File: config.mk
export PLATFORM = sky130hd
export DESIGN_NAME = multi_timer_bank_tick
export DESIGN_NICKNAME = d
export VERILOG_FILES = /design/src/rtl/mtb_pkg.sv /design/src/rtl/mtb_ram.sv /design/src/rtl/mtb_unit.sv /design/src/rtl/multi_timer_bank_tick.sv
export SDC_FILE = /design/constraint.sdc
export NUM_CORES = 1
export LEC_CHECK = 0
export BUFFER_PORTS_ARGS = -buffer_cell sky130_fd_sc_hd__buf_2
export CAP_MARGIN = 20
export CELL_PAD_IN_SITES_DETAIL_PLACEMENT = 0
export CELL_PAD_IN_SITES_GLOBAL_PLACEMENT = 1
export CORE_MARGIN = 5
export CORE_UTILIZATION = 35
export DETAILED_ROUTE_END_ITERATION = 8
export GPL_ROUTABILITY_DRIVEN = 0
export PLACE_DENSITY_LB_ADDON = 0.1
export SETUP_SLACK_MARGIN = 0.5
export SLEW_MARGIN = 20
export SYNTH_ARGS = -nofsm -noshare
export SYNTH_HDL_FRONTEND = slang
export SYNTH_SLANG_ARGS = --single-unit
File: constraint.sdc
create_clock -name clk -period 13.4 [get_ports clk]
set_input_delay 0.67 -clock clk [delete_from_list [all_inputs] [get_ports clk]]
set_output_delay 0.67 -clock clk [all_outputs]
set_load 0.02 [all_outputs]
File: src/rtl/mtb_pkg.sv
// ----------------------------------------------------------------------------
// Timer bank package
// Shared constants, mode codes and the per-timer update control struct.
// ----------------------------------------------------------------------------
package mtb_pkg;

	localparam int NUM_TIMERS_DEF  = 8;
	localparam int COUNT_WIDTH_DEF = 16;

	localparam int OPCODE_W = 1;
	localparam int INDEX_W  = 3;
	localparam int MODE_W   = 2;
	localparam int RELOAD_W = 16;
	localparam int MASK_W   = 8;

	localparam logic [OPCODE_W-1:0] OP_TICK  = 1'b0;
	localparam logic [OPCODE_W-1:0] OP_WRITE = 1'b1;

	localparam logic [MODE_W-1:0] MODE_STOP  = 2'd0;
	localparam logic [MODE_W-1:0] MODE_RUN   = 2'd1;
	localparam logic [MODE_W-1:0] MODE_START = 2'd2;
	localparam logic [MODE_W-1:0] MODE_RESET = 2'd3;

	typedef struct packed {
		logic set_we;
		logic cnt_we;
		logic fire;
	} upd_ctl_t;

endpackage

File: src/rtl/mtb_ram.sv
// ----------------------------------------------------------------------------
// Timer bank generic RAM
// One write port and one read port with registered read data.
// ----------------------------------------------------------------------------
module mtb_ram #(
	parameter int WIDTH = 8,
	parameter int DEPTH = 8,
	localparam int AW = (DEPTH > 1) ? $clog2(DEPTH) : 1
) (
	input  logic             clk,
	input  logic             we,
	input  logic [AW-1:0]    waddr,
	input  logic [WIDTH-1:0] wdata,
	input  logic [AW-1:0]    raddr,
	output logic [WIDTH-1:0] rdata
);

	logic [WIDTH-1:0] mem_q [DEPTH];
	logic [WIDTH-1:0] rdata_q;

	always_ff @(posedge clk) begin
		if (we) begin
			mem_q[waddr] <= wdata;
		end
		rdata_q <= mem_q[raddr];
	end

	assign rdata = rdata_q;

endmodule

File: src/rtl/mtb_unit.sv
// ----------------------------------------------------------------------------
// Timer bank update unit
// Shared next-state logic for one timer: mode step, fire test and decrement.
// ----------------------------------------------------------------------------
module mtb_unit #(
	parameter int COUNT_WIDTH = mtb_pkg::COUNT_WIDTH_DEF
) (
	input  logic [mtb_pkg::MODE_W-1:0] mode,
	input  logic                       restart,
	input  logic [COUNT_WIDTH-1:0]     reload,
	input  logic [COUNT_WIDTH-1:0]     count,
	output logic [mtb_pkg::MODE_W-1:0] new_mode,
	output logic [COUNT_WIDTH-1:0]     new_count,
	output mtb_pkg::upd_ctl_t          ctl
);

	import mtb_pkg::*;

	logic                   zero;
	logic [COUNT_WIDTH-1:0] base;

	assign zero = (count == '0);

	always_comb begin
		new_mode   = mode;
		base       = count;
		ctl.set_we = 1'b0;
		ctl.cnt_we = 1'b0;
		ctl.fire   = 1'b0;
		case (mode)
			MODE_RUN: begin
				ctl.cnt_we = 1'b1;
				if (zero) begin
					ctl.fire = 1'b1;
					if (restart) begin
						base = reload;
					end else begin
						new_mode   = MODE_STOP;
						ctl.set_we = 1'b1;
					end
				end
			end
			MODE_START: begin
				base       = reload;
				new_mode   = MODE_RUN;
				ctl.set_we = 1'b1;
				ctl.cnt_we = 1'b1;
			end
			MODE_RESET: begin
				new_mode   = MODE_START;
				ctl.set_we = 1'b1;
			end
			default: begin
				new_mode = mode;
			end
		endcase
	end

	// A start loads the reload value as is; only a running timer decrements.
	assign new_count = (mode == MODE_RUN) ? COUNT_WIDTH'(base - COUNT_WIDTH'(1)) : base;

endmodule

File: src/rtl/multi_timer_bank_tick.sv
// ----------------------------------------------------------------------------
// Multi timer bank with tick
// Bank of down-counting timers with auto reload, one shared update unit.
// ----------------------------------------------------------------------------
//  channel | signals                                           | direction
//  in      | in_valid, in_stall, opcode, timer_index,          | request in
//          | timer_mode, reload_value, auto_restart            |
//  out     | out_valid, out_stall, expired_mask                | request out
//
// A write request produces no result.
// A tick request raises its result once every timer has been updated: the
// shared update unit visits one timer per cycle, in the cycle after its
// registered RAM read, and the finish state waits for the last update. The
// next request can be taken in the same cycle as the result is raised.
// Timer state lives in RAMs; per-entry valid bits cleared by reset make the
// bank read as stopped and zero after reset.
// A stalled result holds the finished tick, and the next tick waits at its end
// until that result is taken; no request is taken while it waits.
// ----------------------------------------------------------------------------
module multi_timer_bank_tick #(
	parameter int NUM_TIMERS  = mtb_pkg::NUM_TIMERS_DEF,
	parameter int COUNT_WIDTH = mtb_pkg::COUNT_WIDTH_DEF
) (
	input  logic                         clk,
	input  logic                         arst_n,
	input  logic                         in_valid,
	output logic                         in_stall,
	input  logic [mtb_pkg::OPCODE_W-1:0] opcode,
	input  logic [mtb_pkg::INDEX_W-1:0]  timer_index,
	input  logic [mtb_pkg::MODE_W-1:0]   timer_mode,
	input  logic [mtb_pkg::RELOAD_W-1:0] reload_value,
	input  logic                         auto_restart,
	output logic                         out_valid,
	input  logic                         out_stall,
	output logic [mtb_pkg::MASK_W-1:0]   expired_mask
);

	import mtb_pkg::*;

	localparam int IW    = (NUM_TIMERS > 1) ? $clog2(NUM_TIMERS) : 1;
	localparam int XW    = ((IW > INDEX_W) ? IW : INDEX_W) + 1;
	localparam int SET_W = MODE_W + 1 + COUNT_WIDTH;
	localparam logic [IW-1:0] LAST_IDX = IW'(NUM_TIMERS - 1);

	localparam logic [1:0] ST_IDLE = 2'd0;
	localparam logic [1:0] ST_SCAN = 2'd1;
	localparam logic [1:0] ST_FIN  = 2'd2;

	logic [1:0]             state_q;
	logic [IW-1:0]          rd_idx_q;
	logic                   pv_s1;
	logic [IW-1:0]          idx_s1;
	logic [NUM_TIMERS-1:0]  set_vld_q;
	logic [NUM_TIMERS-1:0]  cnt_vld_q;
	logic [MASK_W-1:0]      mask_q;
	logic                   out_vld_q;
	logic [MASK_W-1:0]      out_mask_q;

	logic                   in_acc;
	logic                   wr_acc;
	logic                   tick_acc;
	logic [IW-1:0]          wr_idx;
	logic                   fin_go;

	logic                   set_we;
	logic [IW-1:0]          set_waddr;
	logic [SET_W-1:0]       set_wdata;
	logic [SET_W-1:0]       set_rdata;
	logic [COUNT_WIDTH-1:0] cnt_rdata;

	logic [MODE_W-1:0]      mode_rd;
	logic                   restart_rd;
	logic [COUNT_WIDTH-1:0] reload_rd;
	logic [COUNT_WIDTH-1:0] count_rd;
	logic [MODE_W-1:0]      new_mode;
	logic [COUNT_WIDTH-1:0] new_count;
	upd_ctl_t               ctl;
	logic [XW-1:0]          idx_x;

	assign in_stall  = (state_q != ST_IDLE);
	assign in_acc    = in_valid && !in_stall;
	assign wr_acc    = in_acc && (opcode == OP_WRITE)
		&& (32'(timer_index) < NUM_TIMERS);
	assign tick_acc  = in_acc && (opcode == OP_TICK);
	assign wr_idx    = IW'(timer_index);
	assign fin_go    = (state_q == ST_FIN) && !pv_s1 && (!out_vld_q || !out_stall);

	// Entries never written read as the reset value: stopped, zero.
	always_comb begin
		if (set_vld_q[idx_s1]) begin
			{mode_rd, restart_rd, reload_rd} = set_rdata;
		end else begin
			mode_rd    = MODE_STOP;
			restart_rd = 1'b0;
			reload_rd  = '0;
		end
		count_rd = cnt_vld_q[idx_s1] ? cnt_rdata : '0;
	end

	mtb_unit #(
		.COUNT_WIDTH(COUNT_WIDTH)
	) u_unit (
		.mode     (mode_rd),
		.restart  (restart_rd),
		.reload   (reload_rd),
		.count    (count_rd),
		.new_mode (new_mode),
		.new_count(new_count),
		.ctl      (ctl)
	);

	assign set_we    = wr_acc || (pv_s1 && ctl.set_we);
	assign set_waddr = pv_s1 ? idx_s1 : wr_idx;
	assign set_wdata = pv_s1 ? {new_mode, restart_rd, reload_rd}
		: {timer_mode, auto_restart, COUNT_WIDTH'(reload_value)};

	mtb_ram #(
		.WIDTH(SET_W),
		.DEPTH(NUM_TIMERS)
	) u_set_ram (
		.clk  (clk),
		.we   (set_we),
		.waddr(set_waddr),
		.wdata(set_wdata),
		.raddr(rd_idx_q),
		.rdata(set_rdata)
	);

	mtb_ram #(
		.WIDTH(COUNT_WIDTH),
		.DEPTH(NUM_TIMERS)
	) u_cnt_ram (
		.clk  (clk),
		.we   (pv_s1 && ctl.cnt_we),
		.waddr(idx_s1),
		.wdata(new_count),
		.raddr(rd_idx_q),
		.rdata(cnt_rdata)
	);

	assign idx_x = XW'(idx_s1);

	always_ff @(posedge clk or negedge arst_n) begin
		if (!arst_n) begin
			state_q   <= ST_IDLE;
			rd_idx_q  <= '0;
			pv_s1     <= 1'b0;
			set_vld_q <= '0;
			cnt_vld_q <= '0;
			out_vld_q <= 1'b0;
		end else begin
			pv_s1 <= (state_q == ST_SCAN);
			if (wr_acc) begin
				set_vld_q[wr_idx] <= 1'b1;
			end
			if (pv_s1 && ctl.cnt_we) begin
				cnt_vld_q[idx_s1] <= 1'b1;
			end
			if (fin_go) begin
				out_vld_q <= 1'b1;
			end else if (out_vld_q && !out_stall) begin
				out_vld_q <= 1'b0;
			end
			case (state_q)
				ST_IDLE: begin
					if (tick_acc) begin
						rd_idx_q <= '0;
						state_q  <= ST_SCAN;
					end
				end
				ST_SCAN: begin
					if (rd_idx_q == LAST_IDX) begin
						state_q <= ST_FIN;
					end else begin
						rd_idx_q <= rd_idx_q + IW'(1);
					end
				end
				ST_FIN: begin
					if (fin_go) begin
						state_q <= ST_IDLE;
					end
				end
				default: begin
					state_q <= ST_IDLE;
				end
			endcase
		end
	end

	always_ff @(posedge clk) begin
		idx_s1 <= rd_idx_q;
		if (tick_acc) begin
			mask_q <= '0;
		end else if (pv_s1 && ctl.fire && (idx_x < XW'(MASK_W))) begin
			mask_q[idx_x[INDEX_W-1:0]] <= 1'b1;
		end
		if (fin_go) begin
			out_mask_q <= mask_q;
		end
	end

	assign out_valid    = out_vld_q;
	assign expired_mask = out_mask_q;

	a_s1_from_scan: assert property (@(posedge clk) disable iff (!arst_n)
		pv_s1 |-> $past(state_q == ST_SCAN))
		else $error("update stage active without a scan cycle before it");

	a_out_from_fin: assert property (@(posedge clk) disable iff (!arst_n)
		$rose(out_vld_q) |-> $past(state_q == ST_FIN))
		else $error("result raised outside the finish state");

	a_cnt_needs_set: assert property (@(posedge clk) disable iff (!arst_n)
		(pv_s1 && ctl.cnt_we) |-> set_vld_q[idx_s1])
		else $error("count written for a timer that was never set up");

	a_fire_in_run: assert property (@(posedge clk) disable iff (!arst_n)
		(pv_s1 && ctl.fire) |-> (mode_rd == MODE_RUN && count_rd == '0))
		else $error("timer fired outside run mode or with nonzero count");

endmodule
==> results of run 1 <==
-- worst max path at each step --
stage | start | endpoint | slack, ps | cells after the start
detailed placement | idx_s1[2] | u_cnt_ram.mem_q[6][12] | 8090 | 15
global route | idx_s1[2] | u_cnt_ram.mem_q[2][10] | 7740 | 15
CTS | idx_s1[2] | u_cnt_ram.mem_q[2][10] | 8090 | 15
finish | idx_s1[2] | u_cnt_ram.mem_q[2][10] | 8090 | 15
floorplan | idx_s1[2] | u_cnt_ram.mem_q[0][10] | 8890 | 20
global placement | idx_s1[2] | u_cnt_ram.mem_q[7][10] | 8270 | 15
-- kinds of logic after synthesis --
group | count (synthesis) | share of synthesized area, %
flops | 357 | 71.62
simple gates | 149 | 5.300
mux | 119 | 15.31
compound gates | 89 | 4.496
buf+inv | 69 | 1.979
xor+xnor | 11 | 0.6801
fa+ha+maj | 7 | 0.6183
-- per-layer routing --
layer	routed length [um]	vias up	share of wire (%)	GRT usage, %
met5	0	-	0	0
met4	724	0	2.2	4.359
met3	1244	47	3.8	2.495
met2	16470	139	50	25.54
met1	14450	3786	44	19.43
li1	-	3266	-	-
-- state kept, by name, indices dropped and copies added, names as in the netlist, 8 cells and up --
signal	cells
u_set_ram.rdata	19
u_set_ram.mem_q	152
cnt_vld_q	8
u_cnt_ram.rdata	16
mask_q	8
set_vld_q	8
expired_mask	8
u_cnt_ram.mem_q	128
-- where the power goes --
| group | internal (mW) | leakage, nW | total (mW) | switching, mW |
|---|---|---|---|---|
| Clock | 0.642 | 0.630 | 1.07 | 0.431 |
| Combinational | 0.559 | 1.60 | 1.46 | 0.899 |
| Sequential | 1.74 | 3.28 | 1.92 | 0.186 |
-- synth_stat cells, types with 4 or more instances --
master	count
a21oi_1	10
a22oi_1	11
a31o_2	4
a31oi_1	9
buf_1	9
clkbuf_1	23
dfrtp_1	23
dfxtp_1	46
edfxtp_1	288
ha_1	7
inv_1	32
mux2_2	37
mux2i_1	7
mux4_2	74
nand2_1	30
nand2b_1	8
nand3_1	25
nor2_1	40
nor2b_1	4
nor3_1	8
o21ai_0	30
o31ai_1	4
or2_2	12
xnor2_1	5
xor2_1	6
-- final cells by class --
class / instances / area [um2] / share of cell area, %
Tap cell: 525 / 656.9 / 4.024
Sequential cell: 357 / 10150 / 62.19
Inverter: 32 / 120.1 / 0.7359
Clock inverter: 17 / 206.4 / 1.265
Clock buffer: 55 / 1076 / 6.592
Timing Repair Buffer: 50 / 297.8 / 1.824
Multi-Input combinational cell: 375 / 3814 / 23.36
-- through the flow --
stage | util (%) | hold slack [ps]
2_1_floorplan | - | 369.3
3_3_place_gp | 37.62 | 418.6
3_5_place_dp | 37.67 | 425.1
4_1_cts | 40.89 | 104.1
5_1_grt | 40.90 | 151.5
6_report | 40.90 | 117.6
==> flow_summary.ini, run 1 <==
[yosys]
yosysWarnings = 0
synth_top_area_share_pct = 61.05
synth_edf_count = 288
synthCells = 801
synth_seq_area_share_pct = 71.62
synth_area_um2 = 14160
yosys.area.top_type = edfxtp_1
synthTopCellsByArea = edfxtp_1 (61%), mux4_2 (12%), dfxtp_1 (6.5%)
syn_avg_cell_area_um2 = 17.68
syn_nets = 835
synth-seq-cells = 357
ys_types = 58
synthArstFlopShare_pct = 6.443
synth_ff_type = edfxtp_1

[finish]
num_antenna_cells = 0
fillers = 3561
drive_gt1_share_pct = 29.68
design.final.nets = 889
final_cell_mix = edfxtp_1 (288), mux4_2 (74), dfxtp_1 (46)
syn_to_final_growth_pct = 15.24
fin_cells = 1411
final_design_area_no_fill_um2 = 16320
final_common_cell = edfxtp_1

[power]
powerDensity_nw_per_um2 = 272.8
power.static_leakage_nw = 5.510
peakVddDrop_mv = 0.1151
power_mw = 4.452

[global_route]
antenna_found_initial = 0
grt_pass1_wl_um = 49380
overflow = 0
groute.usage.overall_pct = 14.84
grt_pass1_vias = 7746
grt_max_degree = 47

[route]
route.vias.total = 7238
vias_per_cell = 5.130
wl_per_cell_um = 23.31
dr.first_iter.drc_count = 367
wl_um = 32890
drc = 0
first_pass_iters = 4
final_antenna_net_count = 0

[critical_path]
r2r-start = idx_s1[2]
cpMaxStageDelayCell = dfxtp_1
crit_required_ps = 13660
rrSetupSlack_ps = 8090
reg2reg_depth = 15
crit_fanout = 22
critPathBufInv = 0
start_kind = flop
crit_arrival_ps = 5570
cp_slowest_stage_delay_ps = 600
r2r_end = u_cnt_ram.mem_q[2][10]
cp_top_family = compound AO/OA/AOI/OAI gates
crit_type = reg -> reg
endpoint_kind = flop
crit_chain = mux4_2 > mux2_4 > and2_1 > ha_1 > nand2_1 > o221ai_4 > and2_1 > a22oi_1 > ha_1 > nand2_1 > o21bai_1 > a31oi_1 > and2_4 > o211ai_1 > xor2_1

[clocking]
root_buffer = clkbuf_16
cts-resized-gates = 0
insertion_delay_ps = 540
clock_sinks = 357
cts_buffers = 39
cts_tree = yes
htreeDepth = 2
clockBufferDepth = 3
clk_pin_slew_worst_paths_ps = 70
postCtsSetupBuffers = 0
cts_hold_buf = 0

[floorplanning]
initial_core_util_pct = 35.49
die_area_um2 = 44590
num_io_pins = 37
rows = 73
die_y_um = 211.2
fp.coreArea_um2 = 39910
die_x_um = 211.2

[timing]
setup_tns_ps = 0
worst_pin_slew_ps = 1010
timing.final.ws_setup_ps = 8092
setup_viol = 0
rsz0062_at_grt = false
hold_violations = 0
fmax_ghz = 0.1884
post-route-period-util_pct = 39.61
slew_viol_final = 0
relSlewSlack_pct = 31.94
fin_worst_skew_ps = 15.28
period_needed_ps = 5308

[placement]
placedCellCount = 1339
placed_area_um2 = 15040
hpwl_um = 19240
post-place-ws_ps = 8093
numPortBuffers = 36

[min_path]
min_path_type = in -> async

[outcome]
run_status = finished, final reports clean

[job]
drv_cap = 0
(Power assumes the default switching activity.)
==> run 2, diff against run 1 <==
==> constraint.sdc (replaced) <==
create_clock -name clk -period 5.1 [get_ports clk]
set_input_delay 0.255 -clock clk [delete_from_list [all_inputs] [get_ports clk]]
set_output_delay 0.255 -clock clk [all_outputs]
set_load 0.02 [all_outputs]
==> run 2 against run 1 <==
- power grew to 2.6 times the previous value
- sequential share of layout area decreased by 0.47 points
- maximum frequency increased by 22%
- non-clock buffer count rose by 21
- clock skew rose by 3.2 ps
==> flow_summary.ini, run 2 (synthesis gave the netlist of run 1 again) <==
[outcome]
run_status = finished, final reports clean

[critical_path]
endpoint_kind = flop
crit_arrival_ps = 4660
start_kind = flop
crit_type = reg -> reg
cpMaxStageDelayCell = mux4_2
crit_required_ps = 5420
cpMostUsedCell = ha_1
crit_chain = mux4_2 > mux2_4 > and2_1 > ha_1 > inv_1 > and4_1 > a311oi_2 > a22oi_1 > ha_1 > nand2_1 > o21bai_1 > a31oi_4 > and2_4 > o211ai_1 > xor2_2
crit_fanout = 22
cp_slowest_stage_delay_ps = 550

[global_route]
groute.usage.overall_pct = 14.98
grt_pass1_wl_um = 50360
grt_max_degree = 41
overflow = 0
antenna_found_initial = 0
grt_pass1_vias = 8070

[finish]
fillers = 3573
syn_to_final_growth_pct = 16.15
fin_cells = 1434
largest_register_ffs = 152
final_common_cell = edfxtp_1
design.final.nets = 911
num_antenna_cells = 0
final_cell_mix = edfxtp_1 (288), mux4_2 (74), dfxtp_1 (46)
drive_gt1_share_pct = 31.02
max_flop_register = u_set_ram.mem_q

[route]
wl_per_cell_um = 22.62
wl_um = 32440
vias_per_cell = 5.109
dr.first_iter.drc_count = 417
final_antenna_net_count = 0
first_pass_iters = 4
drc = 0
route.vias.total = 7326

[timing]
slew_viol_final = 0
rsz0062_at_grt = true
setup_tns_ps = 0
period_needed_ps = 4339
hold_ws_ps = 53.06
fmax_ghz = 0.2305
post-route-period-util_pct = 85.08
worst_pin_slew_ps = 899.6
relSlewSlack_pct = 39.81
fin_worst_skew_ps = 18.51
hold_violations = 0
setup_viol = 0

[floorplanning]
rows = 73
initial_core_util_pct = 35.49
die_x_um = 211.2
num_io_pins = 37
die_y_um = 211.2
die_area_um2 = 44590
fp.coreArea_um2 = 39910

[min_path]
min_path_type = in -> reg

[placement]
placedCellCount = 1354
hpwl_um = 19360
numPortBuffers = 36

[clocking]
root_buffer = clkbuf_16
cts_buffers = 40
clockBufferDepth = 3
htreeDepth = 2
insertion_delay_ps = 540
clock_sinks = 357
postCtsSetupBuffers = 0
cts_tree = yes
clk_pin_slew_worst_paths_ps = 60

[power]
peakVddDrop_mv = 0.2596
powerDensity_nw_per_um2 = 709.5
power.static_leakage_nw = 5.597

[job]
drv_cap = 0
==> run 2: cell types whose count changed in the layout (fill, tap and decap cells not counted), moves of 2 or more <==
| cell | previous run | this run |
|---|---|---|
| xor2_1 | 6 | 3 |
| clkinv_1 | 0 | 5 |
| bufinv_16 | 4 | 1 |
| nor2_2 | 0 | 8 |
| nor2_4 | 8 | 0 |
| clkbuf_16 | 39 | 41 |
| xor2_2 | 0 | 3 |
| buf_4 | 13 | 29 |
| dlygate4sd3_1 | 0 | 6 |
==> run 2: power by group <==
| group | switching [mW] | internal, mW | total [mW] |
|---|---|---|---|
| combinational | 2.37 | 1.54 | 3.91 |
| sequential | 0.519 | 4.56 | 5.08 |
| clock | 1.10 | 1.58 | 2.68 |
| total | 4.00 | 7.68 | 11.7 |
==> run 2: area by class of cell <==
cell class	count	area (um2)	share of cell area [%]
Sequential cell	357	10150	61.72
Multi-Input combinational cell	375	3824	23.24
Clock buffer	55	1109	6.738
Tap cell	525	656.9	3.993
Timing Repair Buffer	71	457.9	2.783
Clock inverter	19	130.1	0.7909
Inverter	32	120.1	0.7301
==> run 2: final timing paths <==
kind	from	slack (ps)	depth (start not counted)	endpoint
worst max-delay path	idx_s1[2]	760	15	u_cnt_ram.mem_q[2][10]
worst min-delay path	in_valid	50	3	state_q[0]
worst max register to register	idx_s1[2]	760	15	u_cnt_ram.mem_q[2][10]
worst min register to register	mask_q[3]	440	0	expired_mask[3]
max in group asynchronous	arst_n	4460	2	rd_idx_q[1]
min in group asynchronous	arst_n	230	2	cnt_vld_q[4]
==> run 2: timing repair <==
item                       in CTS  in global routing
pin swaps                       0                  2
hold endpoints to repair       29                  0
gates resized for setup         2                  6
setup endpoints to repair      16                 48
hold buffers                    6                  0
==> run 2: metal layers <==
| layer | wire length [um] | track usage, % | share of wire [%] |
|---|---|---|---|
| met1 | 14950 | 20.71 | 46 |
| met2 | 15820 | 24.54 | 49 |
| met3 | 1064 | 2.421 | 3.3 |
| met4 | 601 | 4.605 | 1.9 |
| met5 | 0 | 0 | 0 |
==> run 2: stage by stage <==
stage | setup slack (ps) | util [%] | cell area [um2] | power (mW)
floorplan | 585.2 | - | 14160 | 7.724
global placement | 609.9 | 37.82 | 15100 | 8.852
detailed placement | 394.8 | 37.83 | 15100 | 9.021
CTS | 514.5 | 41.12 | 16410 | 11.78
global route | 486.2 | 41.22 | 16450 | 12.36
finish | 760.7 | 41.22 | 16450 | 11.67
==> run 2: critical path, delay by kind of cell (launching register included) <==
kind / cells / cell delay, ps
simple gates: 4 / 800
fa+ha+maj: 2 / 510
flops: 1 / 400
mux: 2 / 990
compound gates: 5 / 960
xor+xnor: 1 / 310
buf+inv: 1 / 150
